**config.mk**
```make
export PLATFORM = sky130hd
export DESIGN_NAME = stack_with_min_max_mean
export DESIGN_NICKNAME = d
export VERILOG_FILES = /design/src/rtl/core/swmmm_pkg.sv /design/src/rtl/core/swmmm_ram.sv /design/src/rtl/core/stack_with_min_max_mean.sv
export SDC_FILE = /design/constraint.sdc
export NUM_CORES = 2
export LEC_CHECK = 0
export BUFFER_PORTS_ARGS = -buffer_cell sky130_fd_sc_hd__buf_2
export CORE_ASPECT_RATIO = 0.75
export CORE_MARGIN = 2
export CORE_UTILIZATION = 55
export CTS_CLUSTER_SIZE = 16
export DETAILED_ROUTE_END_ITERATION = 16
export GPL_TIMING_DRIVEN = 0
export PLACE_DENSITY = 0.71
export SLEW_MARGIN = 5
export SYNTH_ARGS = -nofsm -noshare
export SYNTH_HDL_FRONTEND = slang
export SYNTH_HIERARCHICAL = 1
export SYNTH_SLANG_ARGS = --single-unit
```
**constraint.sdc**
```tcl
create_clock -name clk -period 5.4 [get_ports clk]
set_input_delay 0.27 -clock clk [delete_from_list [all_inputs] [get_ports clk]]
set_output_delay 0.27 -clock clk [all_outputs]
set_load 0.005 [all_outputs]
```
**src/rtl/core/swmmm_pkg.sv**
```systemverilog
// Shared types and constants for the stack with min, max and mean.
package swmmm_pkg;

	// Stack depth and derived widths
	localparam int DEPTH  = 64;
	localparam int DATA_W = 32;
	localparam int ADDR_W = (DEPTH > 1) ? $clog2(DEPTH) : 1;
	localparam int CNT_W  = $clog2(DEPTH + 1);

	// Mean datapath: 38-bit running sum, 8 fraction bits, 40-bit result
	localparam int SUM_W  = 38;
	localparam int FRAC_W = 8;
	localparam int DIV_W  = SUM_W + FRAC_W;
	localparam int STEP_W = $clog2(DIV_W);
	localparam int MEAN_W = 40;

	typedef enum logic [1:0] {
		OP_PUSH  = 2'd0,
		OP_POP   = 2'd1,
		OP_LIST  = 2'd2,
		OP_STATS = 2'd3
	} op_t;

	typedef enum logic [1:0] {
		ST_OK    = 2'd0,
		ST_FULL  = 2'd1,
		ST_EMPTY = 2'd2
	} status_t;

endpackage

```
**src/rtl/core/swmmm_ram.sv**
```systemverilog
// Generic single-write, single-read RAM with registered read data.
module swmmm_ram #(
	parameter int WIDTH = 32,
	parameter int DEPTH = 64
) (
	input  logic                                    clk,
	input  logic                                    wr_en,
	input  logic [((DEPTH > 1) ? $clog2(DEPTH) : 1)-1:0] wr_addr,
	input  logic [WIDTH-1:0]                        wr_data,
	input  logic                                    rd_en,
	input  logic [((DEPTH > 1) ? $clog2(DEPTH) : 1)-1:0] rd_addr,
	output logic [WIDTH-1:0]                        rd_data
);

	logic [WIDTH-1:0] mem_q [DEPTH];
	logic [WIDTH-1:0] rd_data_q;

	// Write port
	always_ff @(posedge clk) begin
		if (wr_en) begin
			mem_q[wr_addr] <= wr_data;
		end
	end

	// Registered read port, holds when not enabled
	always_ff @(posedge clk) begin
		if (rd_en) begin
			rd_data_q <= mem_q[rd_addr];
		end
	end

	assign rd_data = rd_data_q;

endmodule

```
**src/rtl/core/stack_with_min_max_mean.sv**
```systemverilog
// LIFO stack of signed 32-bit entries with push, pop, list and min/max/mean stats.
// Push and the empty-stack cases answer straight from the accept; pop reads the RAM first;
// list reads then emits each entry, top first; stats run a RAM walk, sign step,
// 46 divide steps in a shared compare/subtract unit and the output register.
// One item at a time, taken the cycle after its last result leaves; an output stall
// holds the list walk and any waiting result.
// Reset clears the entry count, control state and output register; stack memory is not.
module stack_with_min_max_mean (
	input  logic        clk,
	input  logic        arst_n,
	input  logic        cmd_valid,
	output logic        cmd_stall,
	input  logic [1:0]  op,
	input  logic signed [31:0] value,
	output logic        res_valid,
	input  logic        res_stall,
	output logic [1:0]  status,
	output logic signed [31:0] item,
	output logic signed [31:0] largest,
	output logic signed [31:0] smallest,
	output logic signed [39:0] mean_q8,
	output logic        last
);

	typedef enum logic [2:0] {
		S_IDLE,
		S_POP,
		S_LIST_RD,
		S_LIST_OUT,
		S_STAT_RD,
		S_STAT_ACC,
		S_ABS,
		S_DIV
	} state_t;

	localparam logic [swmmm_pkg::CNT_W-1:0]  FULL_CNT  = swmmm_pkg::CNT_W'(swmmm_pkg::DEPTH);
	localparam logic [swmmm_pkg::STEP_W-1:0] LAST_STEP =
		swmmm_pkg::STEP_W'(swmmm_pkg::DIV_W - 1);

	state_t                                 state_q;
	logic [swmmm_pkg::CNT_W-1:0]            count_q;
	logic [swmmm_pkg::ADDR_W-1:0]           idx_q;
	logic signed [swmmm_pkg::DATA_W-1:0]    hi_q;
	logic signed [swmmm_pkg::DATA_W-1:0]    lo_q;
	logic signed [swmmm_pkg::SUM_W-1:0]     sum_q;
	logic [swmmm_pkg::DIV_W-1:0]            quo_q;
	logic [swmmm_pkg::CNT_W-1:0]            rem_q;
	logic [swmmm_pkg::STEP_W-1:0]           step_q;
	logic                                   neg_q;

	logic                                   res_valid_q;
	swmmm_pkg::status_t                     status_q;
	logic signed [swmmm_pkg::DATA_W-1:0]    item_q;
	logic signed [swmmm_pkg::DATA_W-1:0]    largest_q;
	logic signed [swmmm_pkg::DATA_W-1:0]    smallest_q;
	logic signed [swmmm_pkg::MEAN_W-1:0]    mean_q;
	logic                                   last_q;

	logic                                   cmd_fire;
	logic                                   res_free;
	logic                                   is_full;
	logic                                   is_empty;
	logic                                   idx_is_last;
	logic                                   wr_en;
	logic [swmmm_pkg::ADDR_W-1:0]           wr_addr;
	logic                                   rd_en;
	logic [swmmm_pkg::ADDR_W-1:0]           rd_addr;
	logic [swmmm_pkg::DATA_W-1:0]           rd_data;
	logic signed [swmmm_pkg::DATA_W-1:0]    rd_val;
	logic signed [swmmm_pkg::SUM_W-1:0]     sum_next;
	logic [swmmm_pkg::CNT_W:0]              div_trial;
	logic                                   div_ge;
	logic [swmmm_pkg::CNT_W-1:0]            rem_next;
	logic [swmmm_pkg::SUM_W-1:0]            sum_mag;
	logic [swmmm_pkg::MEAN_W-1:0]           quo_low;

	// Handshake: one item in flight, taken only with an empty output register
	assign cmd_stall = (state_q != S_IDLE) || res_valid_q;
	assign cmd_fire  = cmd_valid && !cmd_stall;
	assign res_free  = !res_valid_q || !res_stall;

	assign is_full     = (count_q == FULL_CNT);
	assign is_empty    = (count_q == '0);
	assign idx_is_last = (swmmm_pkg::CNT_W'(idx_q) + swmmm_pkg::CNT_W'(1)) == count_q;

	// RAM control: push writes at count, pop/list/stats read
	always_comb begin
		wr_en   = cmd_fire && (op == swmmm_pkg::OP_PUSH) && !is_full;
		wr_addr = swmmm_pkg::ADDR_W'(count_q);
		rd_en   = 1'b0;
		rd_addr = idx_q;
		unique case (state_q)
			S_IDLE: begin
				rd_en   = cmd_fire && (op == swmmm_pkg::OP_POP) && !is_empty;
				rd_addr = swmmm_pkg::ADDR_W'(count_q - swmmm_pkg::CNT_W'(1));
			end
			S_LIST_RD, S_STAT_RD: begin
				rd_en = 1'b1;
			end
			default: begin
				rd_en = 1'b0;
			end
		endcase
	end

	swmmm_ram #(
		.WIDTH(swmmm_pkg::DATA_W),
		.DEPTH(swmmm_pkg::DEPTH)
	) u_ram (
		.clk    (clk),
		.wr_en  (wr_en),
		.wr_addr(wr_addr),
		.wr_data(value),
		.rd_en  (rd_en),
		.rd_addr(rd_addr),
		.rd_data(rd_data)
	);

	// Shared datapath: accumulate, magnitude, one restoring divide step
	always_comb begin
		rd_val    = $signed(rd_data);
		sum_next  = sum_q + swmmm_pkg::SUM_W'(rd_val);
		sum_mag   = sum_q[swmmm_pkg::SUM_W-1] ? swmmm_pkg::SUM_W'(-sum_q)
			: swmmm_pkg::SUM_W'(sum_q);
		div_trial = {rem_q, quo_q[swmmm_pkg::DIV_W-1]};
		div_ge    = div_trial >= {1'b0, count_q};
		rem_next  = div_ge ? swmmm_pkg::CNT_W'(div_trial - {1'b0, count_q})
			: swmmm_pkg::CNT_W'(div_trial);
		quo_low   = quo_q[swmmm_pkg::MEAN_W-1:0];
	end

	// Sequencer, stack state and output register
	always_ff @(posedge clk or negedge arst_n) begin
		if (!arst_n) begin
			state_q     <= S_IDLE;
			count_q     <= '0;
			idx_q       <= '0;
			hi_q        <= '0;
			lo_q        <= '0;
			sum_q       <= '0;
			quo_q       <= '0;
			rem_q       <= '0;
			step_q      <= '0;
			neg_q       <= 1'b0;
			res_valid_q <= 1'b0;
			status_q    <= swmmm_pkg::ST_OK;
			item_q      <= '0;
			largest_q   <= '0;
			smallest_q  <= '0;
			mean_q      <= '0;
			last_q      <= 1'b0;
		end else begin
			if (res_valid_q && !res_stall) begin
				res_valid_q <= 1'b0;
			end
			unique case (state_q)
				S_IDLE: begin
					if (cmd_fire) begin
						status_q   <= swmmm_pkg::ST_OK;
						item_q     <= '0;
						largest_q  <= '0;
						smallest_q <= '0;
						mean_q     <= '0;
						last_q     <= 1'b1;
						unique case (op)
							swmmm_pkg::OP_PUSH: begin
								res_valid_q <= 1'b1;
								if (is_full) begin
									status_q <= swmmm_pkg::ST_FULL;
								end else begin
									count_q <= count_q + swmmm_pkg::CNT_W'(1);
								end
							end
							swmmm_pkg::OP_POP: begin
								if (is_empty) begin
									res_valid_q <= 1'b1;
									status_q    <= swmmm_pkg::ST_EMPTY;
									item_q      <= '1;
								end else begin
									count_q <= count_q - swmmm_pkg::CNT_W'(1);
									state_q <= S_POP;
								end
							end
							swmmm_pkg::OP_LIST: begin
								if (is_empty) begin
									res_valid_q <= 1'b1;
									status_q    <= swmmm_pkg::ST_EMPTY;
								end else begin
									idx_q   <= swmmm_pkg::ADDR_W'(count_q - swmmm_pkg::CNT_W'(1));
									state_q <= S_LIST_RD;
								end
							end
							swmmm_pkg::OP_STATS: begin
								if (is_empty) begin
									res_valid_q <= 1'b1;
									status_q    <= swmmm_pkg::ST_EMPTY;
								end else begin
									idx_q   <= '0;
									state_q <= S_STAT_RD;
								end
							end
							default: begin
								state_q <= S_IDLE;
							end
						endcase
					end
				end
				// Popped entry arrives from the RAM
				S_POP: begin
					res_valid_q <= 1'b1;
					item_q      <= rd_val;
					state_q     <= S_IDLE;
				end
				S_LIST_RD: begin
					state_q <= S_LIST_OUT;
				end
				// Emit one entry, top first; bottom entry closes the run
				S_LIST_OUT: begin
					if (res_free) begin
						res_valid_q <= 1'b1;
						status_q    <= swmmm_pkg::ST_OK;
						item_q      <= rd_val;
						largest_q   <= '0;
						smallest_q  <= '0;
						mean_q      <= '0;
						last_q      <= (idx_q == '0);
						if (idx_q == '0) begin
							state_q <= S_IDLE;
						end else begin
							idx_q   <= idx_q - swmmm_pkg::ADDR_W'(1);
							state_q <= S_LIST_RD;
						end
					end
				end
				S_STAT_RD: begin
					state_q <= S_STAT_ACC;
				end
				// Fold one entry into max, min and sum
				S_STAT_ACC: begin
					if (idx_q == '0) begin
						hi_q  <= rd_val;
						lo_q  <= rd_val;
						sum_q <= swmmm_pkg::SUM_W'(rd_val);
					end else begin
						if (rd_val > hi_q) begin
							hi_q <= rd_val;
						end
						if (rd_val < lo_q) begin
							lo_q <= rd_val;
						end
						sum_q <= sum_next;
					end
					if (idx_is_last) begin
						state_q <= S_ABS;
					end else begin
						idx_q   <= idx_q + swmmm_pkg::ADDR_W'(1);
						state_q <= S_STAT_RD;
					end
				end
				// Set up |sum| * 256 as the dividend
				S_ABS: begin
					neg_q   <= sum_q[swmmm_pkg::SUM_W-1];
					quo_q   <= {sum_mag, swmmm_pkg::FRAC_W'(0)};
					rem_q   <= '0;
					step_q  <= '0;
					state_q <= S_DIV;
				end
				// One quotient bit per cycle; sign restored at the end
				S_DIV: begin
					rem_q  <= rem_next;
					quo_q  <= {quo_q[swmmm_pkg::DIV_W-2:0], div_ge};
					step_q <= step_q + swmmm_pkg::STEP_W'(1);
					if (step_q == LAST_STEP) begin
						res_valid_q <= 1'b1;
						status_q    <= swmmm_pkg::ST_OK;
						item_q      <= '0;
						largest_q   <= hi_q;
						smallest_q  <= lo_q;
						mean_q      <= neg_q
							? $signed(-{quo_low[swmmm_pkg::MEAN_W-2:0], div_ge})
							: $signed({quo_low[swmmm_pkg::MEAN_W-2:0], div_ge});
						last_q      <= 1'b1;
						state_q     <= S_IDLE;
					end
				end
				default: begin
					state_q <= S_IDLE;
				end
			endcase
		end
	end

	assign res_valid = res_valid_q;
	assign status    = status_q;
	assign item      = item_q;
	assign largest   = largest_q;
	assign smallest  = smallest_q;
	assign mean_q8   = mean_q;
	assign last      = last_q;

endmodule

```
Word level (Yosys, flattened, before mapping):

Memories as Yosys holds them, arrays and structs flattened. A register that Yosys moved wholly into a read port is not among the register bits.
Cells that the tools add are included.
Widths: inputs -> output; s select.

* add/sub/neg operators: 10
* order comparisons: 3
* equal/unequal tests: 25
* muxes and demuxes: 70
* reductions and logical operators: 34

Operators by type and width (number)
* $mux 32: 13
* $pmux 32 s3: 2
* $mux 40: 4
* $pmux 32 s4: 1
* $pmux 40 s3: 1
* $pmux 46 s2: 1
* $mux 38: 2
* $mux 6: 7
* $neg 40->40: 1
* $add 38x32->38: 1
* $neg 38->38: 1
* $gt 32x32->1: 1
* $lt 32x32->1: 1
* $pmux 7 s2: 2
* $pmux 3 s8: 1
* $pmux 6 s2: 2
* $mux 7: 3
* $mux 3: 6
* $pmux 6 s3: 1
* $ne 2x2->1 const B: 7
* $add 6x1->6 const B: 2
* $eq 3x3->1 const B: 4
* $mux 2: 6
* $mux 1: 11
* 39 further kinds: 61

* flip-flop bits (word level): 318
* bits in writable memories: 2048
* bits of input ports: 38
* output and inout bits: 141
* logic and storage cells: 160
* memories kept: 1

Memories
* u_ram.mem_q: depth 64, bits a word 32, rd ports 1, clocked after Yosys merged registers in 1, wr ports 1, line swmmm_ram.sv:15 `logic [WIDTH-1:0] mem_q [DEPTH];`

Depth between registers and ports, before layout:

* depth in word-level cells: 8
* gate-level depth with buffers: 19
* depth with buffers taken out: 17

By module:

The synthesis kept the hierarchy.

Modules (own cells, without submodules)
* swmmm_ram: times used 1, cells an instance 3323, area an instance 78841.9 µm², seq. area each 62459.9 µm²
* stack_with_min_max_mean: times used 1, cells an instance 2069, area an instance 18535.3 µm², seq. area each 7957.6 µm²

Worst setup path before layout:

Ideal clock, no wire load.

* path kind: register to register
* start point: register state_q[1]
* end point: memory u_ram.mem_q[32][0] (enable)
* setup time: 461 ps
* data arrival time: 4447 ps
* data required time: 4939 ps
* slack: 492 ps
* stages on the path, launching flop included: 7
* buffers on the path: 1
* period minus slack after synthesis: 4908 ps
* cells stage by stage: dfrtp_1 clkbuf_1 nor3_1 nand2_1 a211oi_1 nand4b_1 nor3_1

* longest elaborated chain between the ends: 8

Ends and longest elaborated chain
* start: declaration: line stack_with_min_max_mean.sv:40 `state_t state_q;`
* start signal: assignment: line stack_with_min_max_mean.sv:135 `state_q <= S_IDLE;`
* start signal: assignment: line stack_with_min_max_mean.sv:181 `state_q <= S_POP;`
* start signal: assignment: line stack_with_min_max_mean.sv:190 `state_q <= S_LIST_RD;`
* $reduce_bool 3->1: line stack_with_min_max_mean.sv:78 `assign cmd_stall = (state_q != S_IDLE) || res_valid_q;`
* $logic_or 1x1->1: line stack_with_min_max_mean.sv:78
* $logic_not 1->1: line stack_with_min_max_mean.sv:79 `assign cmd_fire = cmd_valid && !cmd_stall;`
* $logic_and 1x1->1: line stack_with_min_max_mean.sv:79
* $logic_and 1x1->1 (2 in a row): line stack_with_min_max_mean.sv:88 `wr_en = cmd_fire && (op == swmmm_pkg::OP_PUSH) && !is_full;`
* net wr_en: line stack_with_min_max_mean.sv:64 `logic wr_en;`
* $mux 1: line swmmm_ram.sv:20 `if (wr_en) begin`
* $mux 1 (not written as such): line swmmm_ram.sv:21 `mem_q[wr_addr] <= wr_data;`
* end: declaration: line swmmm_ram.sv:15

The timed path passes the listed nets, and every way through them passes these cells.

Worst setup path in the final report:

* start point: register count_q[0] (netlist bit)
* end point: register u_ram.rd_data_q[0], in the netlist u_ram/rd_data[0], read port of u_ram.mem_q, data pin

* elaborated cells on any way between the ends: 6
* classes of those cells: add/sub: 1; mux: 2; reduce/logical: 3

RTL lines
* start: declaration: line stack_with_min_max_mean.sv:41 `logic [swmmm_pkg::CNT_W-1:0] count_q;`
* start signal: assignment: line stack_with_min_max_mean.sv:171 `count_q <= count_q + swmmm_pkg::CNT_W'(1);`
* start signal: assignment: line stack_with_min_max_mean.sv:180 `count_q <= count_q - swmmm_pkg::CNT_W'(1);`
* $sub 7x1->7: line stack_with_min_max_mean.sv:95 `rd_addr = swmmm_pkg::ADDR_W'(count_q - swmmm_pkg::CNT_W'(1));`
* $mux 6: line stack_with_min_max_mean.sv:92 `unique case (state_q)`
* net rd_addr, one bit: line stack_with_min_max_mean.sv:67 `logic [swmmm_pkg::ADDR_W-1:0] rd_addr;`
* end: declaration: line swmmm_ram.sv:16 `logic [WIDTH-1:0] rd_data_q;`

The timed path passes the listed nets, and every way through them passes these cells.
A chain may end at the register's enable or synchronous reset.

==> impl_metrics.yaml <==
worst_setup_path:
  path_class: "reg -> reg"
  path_delay_family: "buffers and inverters"
  worstSetupStartpointType: "flop"
  cp-end-kind: "flop"
  required_ns: 5.94
  cp.arrival_ns: 5.99
  crit_chain: "clkbuf_2 -> inv_1 -> ha_1 -> xnor2_1 -> a21oi_1 -> clkbuf_1 -> buf_4 -> buf_2 -> buf_2 -> nand2_1 -> o22ai_1 -> nor2_1 -> a21oi_1 -> nor2_1"
  critical_path.max_stage_delay_ns: 0.65
  crit_buf_inv: 6
  worst-path-max-fanout: 10
  slowest_stage: "dfrtp_1"
floorplan:
  core_area_mm2: 0.176
  num_rows: 133
  start_util: 0.555
  dieArea_mm2: 0.180
  num_io_pins: 179
  die_y_um: 368
  die_w_um: 490
yosys:
  synth_top_cells_by_count: "edfxtp_1, mux4_2, dfrtp_1"
  ys_types: 78
  syn_area_mm2: 0.0974
  netlist_instances: 5392
  synthTopCellsByArea: "edfxtp_1, mux4_2, dfrtp_1, ha_1, a21oi_1"
  synth.top_cell.area_share: 0.641
  synth_edf_count: 2080
  synth_top_cell_by_area: "edfxtp_1"
  yosys_warnings: 6
  seq_area_frac_synth: 0.723
  async_flop_share: 0.133
  synth_nets: 5552
  syn_avg_cell_area_um2: 18.1
  yosysMostFrequentCell: "edfxtp_1"
  synthFlopType: "edfxtp_1"
  ys_ff_latch: 2398
power_and_ir_drop:
  p_int_mw: 40.0
  combPwrFrac: 0.417
  clock_power_share: 0.234
  power.switching_mw: 25.2
  switching_share: 0.386
  p_leak_nw: 37.5
  pwr-share-seq: 0.349
  powerDensity_mw_per_mm2: 590
  vdd_drop_max_v: 0.000534
place:
  globalplace.congestion: 0.916
  pre_cts_ws_ns: -0.887
  hpwl_mm: 191
  port_buffers: 176
cts:
  clock_latency_ns: 0.86
  clk_pin_slew_ns: 0.07
  tritoncts.num_buffers: 211
  cts_tree: "built"
  clock_path_buffers: 3
  root_buffer: "clkbuf_16"
  htreeDepth: 4
  cts.sinks: 2398
sta:
  setup_viol: 1
  skew_ns: 0.0490
  timing.hold.ws_ns: -0.00641
  slew_headroom: 0.0451
  drv_slew: 0
  max_freq_mhz: 183
  hold_viol: 4
  min_period_ns: 5.45
  fin_ws_ns: -0.0516
  finalCritPeriodShare: 1.01
  worst_pin_slew_ns: 1.43
  fin_tns_setup_ns: -0.0516
detailed_routing:
  first_iter_violations: 9670
  drc: 0
  wirelength_mm: 294
  wire_per_inst_um: 34.9
  via_count: 57100
  drt_first_pass_iters: 6
  final_antenna_net_count: 0
  viasPerCell: 6.77
flow_run:
  max_cap_viol_count: 0
status:
  outcome: "finished, violations left"
  violations: "negative hold slack, negative setup slack"
cells_and_area:
  drive_gt1_frac: 0.231
  areaGrowthSynthToFinish_pct: 13.5
  seqCellArea_mm2: 0.0704
  multiInputGateArea_mm2: 0.0259
  final_util: 0.630
  fillerInstances: 12000
  final_nets: 6032
min_path:
  hold_class: "in -> reg"
grt:
  grt_max_degree: 111
  top_usage_layer: "met1"
  overflow: 0
  grtUsageMet3: 0.111
  met1_usage: 0.491
  met2_usage: 0.452
  grt_pass1_wl_mm: 410
  grt_pass1_vias: 54000
  grt_util_all_layers: 0.328
  antenna_found_initial: 23
## per-layer routing
metal	up-vias	share of wire
li1	22500	-
met1	29700	0.39
met2	4236	0.42
met3	586	0.15
met4	14	0.039
met5	-	0.00063
## timing repair
action,CTS,global route
hold buffers,3,2
hold endpoints to repair,102,37
pin swaps,1,1
cloned,0,0
buffers inserted,4,3
setup endpoints to repair,764,393
gates resized for setup,35,27
## per-stage QoR
stage | hold WS [ns] | area (um^2) | cells | total power [mW]
global placement | 0.458 | 101000 | 7930 | 48.7
floorplan | -0.0256 | 97400 | 5392 | 38.9
detailed placement | 0.373 | 103000 | 8010 | 49.2
global route | 0.0105 | 111000 | 8413 | 67.3
finish | -0.00641 | 111000 | 8433 | 65.2
CTS | 0.000403 | 110000 | 8407 | 64.5
## power by group through the flow
stage	Clock (mW)	Sequential (mW)	Combinational [mW]
after floorplan	0	22.3	16.6
after detailed placement	0	23.1	26.2
final	15.3	22.8	27.2
after global placement	0	23.0	25.7
after CTS	15.4	22.7	26.5
after global routing	16.1	22.8	28.4
## worst reg2reg max path, stage by stage (launching register included)
cell,delay (ns)
dfrtp_1,0.65
clkbuf_2,0.33
inv_1,0.09
ha_1,0.27
xnor2_1,0.17
a21oi_1,0.31
clkbuf_1,0.25
buf_4,0.29
buf_2,0.42
buf_2,0.53
nand2_1,0.53
o22ai_1,0.30
nor2_1,0.13
a21oi_1,0.62
nor2_1,0.25
## flip-flops by register name, indices dropped and copies added (netlist names), 2 cells and up
name           flops
hi_q              32
count_q            7
largest           32
u_ram/rd_data     32
item              32
sum_q             38
state_q            3
mean_q8           40
status             2
rem_q              7
u_ram/mem_q     2048
quo_q             46
smallest          32
step_q             6
lo_q              32
idx_q              6
## logic make-up after synthesis
kind of cell / Yosys count / synth area share
compound gates: 822 / 0.0507
xor+xnor: 132 / 0.0119
fa+ha+maj: 122 / 0.0159
buf+inv: 395 / 0.0174
flops: 2398 / 0.723
mux: 712 / 0.144
simple gates: 811 / 0.0371
## placed cells by master, fill, tap and decap left out, drive strengths merged, types with 13 or more instances in the layout
| cell type | instances |
|---|---|
| a21o | 50 |
| a21oi | 274 |
| a22oi | 13 |
| a31oi | 18 |
| and3 | 14 |
| buf | 371 |
| bufinv | 24 |
| clkbuf | 430 |
| clkinv | 98 |
| dfrtp | 318 |
| diode | 21 |
| edfxtp | 2080 |
| ha | 119 |
| inv | 107 |
| mux2 | 66 |
| mux2i | 102 |
| mux4 | 544 |
| nand2 | 302 |
| nand2b | 22 |
| nand3 | 34 |
| nand4 | 30 |
| nor2 | 283 |
| nor2b | 26 |
| nor3 | 30 |
| o21ai | 230 |
| o221ai | 31 |
| o22ai | 88 |
| o31ai | 29 |
| or3 | 20 |
| xnor2 | 58 |
| xor2 | 74 |
## layout make-up
class | count | share of cell area
clock inverter | 139 | 0.0128
timing repair buffer | 270 | 0.0235
buffer | 293 | 0.0126
inverter | 99 | 0.00336
tap | 2362 | 0.0267
clock buffer | 252 | 0.0497
multi-input combinational | 2599 | 0.234
antenna | 21 | 0.000475
sequential | 2398 | 0.637
## worst paths after layout
kind	cells after the start	start	end	slack [ns]
setup / recovery	14	count_q[0]$_DFFE_PN0P_	u_ram/rd_data[0]$_DFFE_PP_	-0.05
hold / removal	1	value[14]	u_ram/mem_q[54][14]$_DFFE_PP_	-0.006
setup reg to reg	14	count_q[0]$_DFFE_PN0P_	u_ram/rd_data[0]$_DFFE_PP_	-0.05
hold reg to reg	2	largest[10]$_DFFE_PN0P_	largest[10]$_DFFE_PN0P_	0.48
max in group asynchronous	4	arst_n	largest[12]$_DFFE_PN0P_	3.72
min in group asynchronous	2	arst_n	mean_q8[17]$_DFFE_PN0P_	0.08
Power figures use the tool's default switching activity.
